`config.mk`:
```
export PLATFORM = sky130hd
export DESIGN_NAME = cocl_ctrl
export DESIGN_NICKNAME = d
export VERILOG_FILES = /design/src/cocl_pkg.sv /design/src/cocl_ctrl.sv
export SDC_FILE = /design/constraint.sdc
export NUM_CORES = 1
export LEC_CHECK = 0
export BUFFER_PORTS_ARGS = -buffer_cell sky130_fd_sc_hd__buf_2
export CAP_MARGIN = 40
export CELL_PAD_IN_SITES_DETAIL_PLACEMENT = 1
export CELL_PAD_IN_SITES_GLOBAL_PLACEMENT = 2
export CORE_AREA = 8 8 45 47
export DETAILED_ROUTE_END_ITERATION = 10
export DIE_AREA = 0 0 53 55
export MAX_ROUTING_LAYER = met4
export PLACE_DENSITY = 0.42
export SYNTH_ARGS = -nofsm -noshare
export SYNTH_HDL_FRONTEND = slang
export SYNTH_SLANG_ARGS = --single-unit
```
`constraint.sdc`:
```
create_clock -name i_clk -period 1.9 [get_ports i_clk]
set_clock_uncertainty 0.15 [all_clocks]
set_input_delay 0.475 -clock i_clk [delete_from_list [all_inputs] [get_ports i_clk]]
set_output_delay 0.475 -clock i_clk [all_outputs]
set_load 0.005 [all_outputs]
```
`src/cocl_pkg.sv`:
```
package cocl_pkg;

    localparam int ROW_W      = 12;
    localparam int COL_W      = 9;
    localparam int KIND_W     = 2;
    localparam int MASK_W     = 4;
    localparam int WORD_W     = 2 * ROW_W + 1;

    localparam int IN_DATA_W  = 64;
    localparam int IN_USER_W  = 3;
    localparam int OUT_DATA_W = 88;
    localparam int OUT_USER_W = 5;

    localparam logic CMD_CLEAR = 1'b0;
    localparam logic CMD_CLIP  = 1'b1;

    localparam logic [KIND_W-1:0] KIND_UPPER = 2'd0;
    localparam logic [KIND_W-1:0] KIND_LOWER = 2'd1;
    localparam logic [KIND_W-1:0] KIND_FULL  = 2'd2;

    localparam logic [MASK_W-1:0] MASK_NONE  = 4'b0000;
    localparam logic [MASK_W-1:0] MASK_UPPER = 4'b0101;
    localparam logic [MASK_W-1:0] MASK_LOWER = 4'b1010;
    localparam logic [MASK_W-1:0] MASK_FULL  = 4'b1111;

    typedef logic signed [ROW_W-1:0] t_row;

    typedef struct packed {
        logic load_item;
        logic finish;
        logic sweep_step;
    } t_dp_cmd;

    typedef struct packed {
        logic slot_free;
        logic item_clear;
        logic sweep_done;
    } t_dp_stat;

    function automatic t_row f_min(input t_row a, input t_row b);
        return (a < b) ? a : b;
    endfunction

    function automatic t_row f_max(input t_row a, input t_row b);
        return (a > b) ? a : b;
    endfunction

endpackage

```
`src/cocl_ctrl.sv`:
```
module cocl_ctrl
    import cocl_pkg::*;
(
    input  logic     i_clk,
    input  logic     i_rst_n,
    input  logic     i_in_valid,
    output logic     o_in_ready,
    output t_dp_cmd  o_cmd,
    input  t_dp_stat i_stat
);

    localparam logic [1:0] S_SWEEP = 2'd0;
    localparam logic [1:0] S_IDLE  = 2'd1;
    localparam logic [1:0] S_CALC  = 2'd2;

    logic [1:0] r_state;
    logic [1:0] n_state;

    assign o_in_ready        = (r_state == S_IDLE);
    assign o_cmd.load_item   = i_in_valid && (r_state == S_IDLE);
    assign o_cmd.finish      = (r_state == S_CALC) && i_stat.slot_free;
    assign o_cmd.sweep_step  = (r_state == S_SWEEP);

    always_comb begin
        n_state = r_state;
        case (r_state)
            S_SWEEP: begin
                if (i_stat.sweep_done) begin
                    n_state = S_IDLE;
                end
            end
            S_IDLE: begin
                if (i_in_valid) begin
                    n_state = S_CALC;
                end
            end
            S_CALC: begin
                // a clear beat sweeps the store once its result goes to the output register
                if (i_stat.slot_free) begin
                    n_state = i_stat.item_clear ? S_SWEEP : S_IDLE;
                end
            end
            default: begin
                n_state = S_SWEEP;
            end
        endcase
    end

    always_ff @(posedge i_clk) begin
        if (!i_rst_n) begin
            r_state <= S_SWEEP;
        end else begin
            r_state <= n_state;
        end
    end

endmodule

```
== Yosys cells after proc, flatten, opt, wreduce, memory -nomap -nowiden ==
Cells that the tools add are included.

* Bits in latches: 0
* Flip-flop bits (word level): 2
* Output and inout port bits: 4
* Memories kept: 0
* Input bits: 6
* Word-level logic and storage cells: 15
* Memory bits (writable): 0
* ROM bits: 0

* Divide/modulo/power cells: 0
* $add $sub $neg: 0
* Bitwise operators: 0
* Reduce and logical (&&, ||, !) cells: 4
* Shifts and indexed selects: 0
* Magnitude comparators: 0
* Multiplexer cells: 5
* Equal/unequal tests: 5
* $mul: 0

{| class="wikitable"
|+ Operators by type and width
! kind !! number
|-
| $mux W2 || 3
|-
| $pmux W2 S3 || 1
|-
| $ne A2 B2 Y1 const B || 2
|-
| $reduce_and A3 Y1 || 1
|-
| $eq A2 B1 Y1 const B || 1
|-
| $eq A2 B2 Y1 const B || 1
|-
| $logic_and A1 B1 Y1 || 2
|-
| $logic_not A2 Y1 || 1
|-
| $ne A2 B1 Y1 const B || 1
|-
| $mux W1 || 1
|}

== Logic depth before layout (Yosys ltp) ==
* Depth in word-level cells: 3
* Depth in mapped cells: 2
* Mapped depth without buffers: 2

== Worst setup path before layout ==
Ideal clock, no wire load.

* Kind: input to output
* Start: input i_in_valid
* End: output o_cmd[2] (netlist bit)
* Cell stages on the path: 1
* Required time: 1.275 ns
* Path buffers: 0
* Setup slack: 0.635 ns
* Data arrival time: 0.640 ns
* Path through: and3b_1

* Longest elaborated chain between the ends: 1

{| class="wikitable"
|+ RTL lines
! what !! RTL line !! RTL
|-
| start: declaration || cocl_ctrl.sv:6 || <nowiki>input logic i_in_valid,</nowiki>
|-
| $logic_and A1 B1 Y1 || cocl_ctrl.sv:20 || <nowiki>assign o_cmd.load_item = i_in_valid && (r_state == S_IDLE);</nowiki>
|-
| end: declaration || cocl_ctrl.sv:8 || <nowiki>output t_dp_cmd o_cmd,</nowiki>
|}

Every way passes these cells.

== Worst setup path after layout ==
* Start: register r_state[1]
* End: output o_in_ready

* Longest elaborated chain between the ends: 1

{| class="wikitable"
|+ RTL lines
! what !! RTL line !! RTL
|-
| start: declaration || cocl_ctrl.sv:16 || <nowiki>logic [1:0] r_state;</nowiki>
|-
| start signal: assignment || cocl_ctrl.sv:53 || <nowiki>r_state <= n_state;</nowiki>
|-
| $eq A2 B1 Y1 || cocl_ctrl.sv:19 || <nowiki>assign o_in_ready = (r_state == S_IDLE);</nowiki>
|-
| end: declaration || cocl_ctrl.sv:7 || <nowiki>output logic o_in_ready,</nowiki>
|}

Every way passes these cells.

==> results.md <==
* Measured slew at the worst slew-check pin at between 0.2 and 0.25 ns
* Main synth FF type: dfxtp_1
* Crit path kind: register to output pin
* Post-synth EDFFs at 0
* Vias in the first global route at about 180
* Post_cts resized at 0
* Vias per inst at between 3 and 4
* Top cells by area, synth: dfxtp_1, and3b_1, o311a_1, and2b_2, nor2_1
* Max Fclk at between 0.6 and 0.7 GHz
* Pwr/cell area at about 840 nW/um2
* Total global-route track usage at between 4 and 5%
* Area grow syn2layout at 76.9%
* Post-detail-place hpwl at 380 um
* Die Y at 55 um
* Cells after Synth at 13
* Largest fanout on the critical path at 8
* Largest net degree at the start of global routing at 9
* Post-synthesis register bit count at 2
* Fin area at between 200 and 250 um2
* Setup slack at placement at 0.391 ns
* Max reg flops at 2
* Clk sinks at 2
* # IOs at 10
* Post-synth top area share at approximately a third
* WL per Instance at 11.3 um
* Max-slew headroom at between 80% and 90%
* Initial Util at under 10%
* Status: finished, final reports clean
* CTS root buf: clkbuf_4
* CTS Buf Count at 3
* Worst setup slack after layout at approximately 0.27 ns
* Sequential power share at roughly 30%
* Fillers at about 170
* Reg with most FFs: r_state
* Synth cell count leaders: and3b_1, dfxtp_1, nor2_1
* Setup bufs post-CTS at 0
* Sw frac at 22.9%
* Antenna violations before repair at 0
* Antenna fix cells at 0
* CTS max path bufs at 2
* DR vias at 140
* Post-DRT Antenna Nets at 0
* Clk pwr share at a little under three fifths
* P_sw at 38.7 uW
* Mapped Area at ~110 um2
* Syn_area_per_cell at 8.76 um2
* Comb pwr share at between 10% and 20%
* Crit path capture type: output pin
* Die area at ~2900 um2
* WHS at 0.328 ns
* Final Wtd Congestion at between 0.6 and 0.7
* Core Area at 1380 um2
* Starting DRT DRC Count at 0
* Max cap viols at 0
* Post-Route WL at approximately 460 um
* VDD IR max at about 150 uV
* Final setup fails at 0
* Syn_nets at 19
* Post-synth cell types at 10
* Unrepaired setup endpoints after global routing: false
* Fraction of layout cells with a size suffix above 1 at a little over half
* Leakage power figure at roughly 0.10 nW
* Clk slew on worst S/H paths at about 0.030 ns
* Largest registers: r_state x2
* CP required at 1.27 ns
* Async S/R FF share, synth at 0%
* Footprint of the multi-input gates at 73.8 um2
* First-pass iteration count of the detailed router at 1
* Layout Cells excl Fill at 41
* Port Buffer Count at 9
* Die Wd at 53 um
* Final Max Tran Viols at 0
* DRC Markers at 0
* Ys Warns at 0
* Final Cycle Share at about 86%
* Register area share after synthesis at around a third
* CP Launch Type: register
* Global route overflow at 0
* H-tree depth at 1
* Setup_tns at 0 ns
* DP Area at roughly 180 um2
* Row cnt at 14
* Crit path time final at around 1.6 ns
* Area leader, netlist: dfxtp_1
* Hold-fix buffer count after cts at 0
* Layout Nets at 33
* Clk_lat worst skew at 0.22 ns
* First-pass GRT wire length at approximately 800 um
* Power Internal at about 130 uW
* Hold/Removal Path Class: input port to register
* CTS tree: yes
* CP Data Arrival Time at a little over 1 ns
* Reg2reg setup slack at between 0.7 and 0.8 ns
* Fin. Hold Viols at 0
* Register area at 40.0 um2
* Placed cells at 38
path summary, 6_finish.rpt:
kind,from,endpoint,depth (start not counted)
max reg2reg,r_state[1],r_state[0],2
max,r_state[1],o_in_ready,2
min reg2reg,r_state[0],r_state[0],1
min,i_rst_n,r_state[1],2
layout make-up:
type | instances | share of cell area [%]
clock buffer | 3 | 11.2
tap | 16 | 9.94
multi-input combinational | 11 | 36.6
timing repair buffer | 9 | 22.4
sequential | 2 | 19.9
power by group through the flow:
| stage | clock [mW] | combinational (mW) | sequential (mW) |
|---|---|---|---|
| floorplan | 0 | 0.0113 | 0.0496 |
| global placement | 0 | 0.0250 | 0.0510 |
| detailed placement | 0 | 0.0257 | 0.0512 |
| CTS | 0.101 | 0.0258 | 0.0506 |
| global route | 0.105 | 0.0293 | 0.0516 |
| finish | 0.0934 | 0.0250 | 0.0505 |
per-stage QoR:
stage	power [mW]	util [%]
final	0.169	14.6
after global routing	0.186	14.6
after CTS	0.177	14.6
after detailed placement	0.0769	12.9
after global placement	0.0760	12.9
after floorplan	0.0609	-
layer usage:
metal  track usage [%]  wire (um)
met5                 -          0
met4              3.88          0
met3              2.94         77
met2              4.88        180
met1              4.55        205
placed cells by master (no fill, tap or decap):
cell type	count
clkbuf_4	3
dfxtp_1	2
o21ai_0	1
buf_2	9
nor3b_1	1
and3b_1	2
o21a_1	1
and2b_2	1
nand2_1	1
o311a_1	1
nor2b_1	1
nor2_1	2
cell families after synthesis:
logic type / Yosys count / synth area share, %
flops: 2 / 35.2
simple gates: 8 / 45.1
compound gates: 3 / 19.8
critical path, stage by stage (launching register included):
cell	delay [ns]
dfxtp_1	0.42
and2b_2	0.24
buf_2	0.12
No activity file was read; power rests on OpenSTA's default activity.
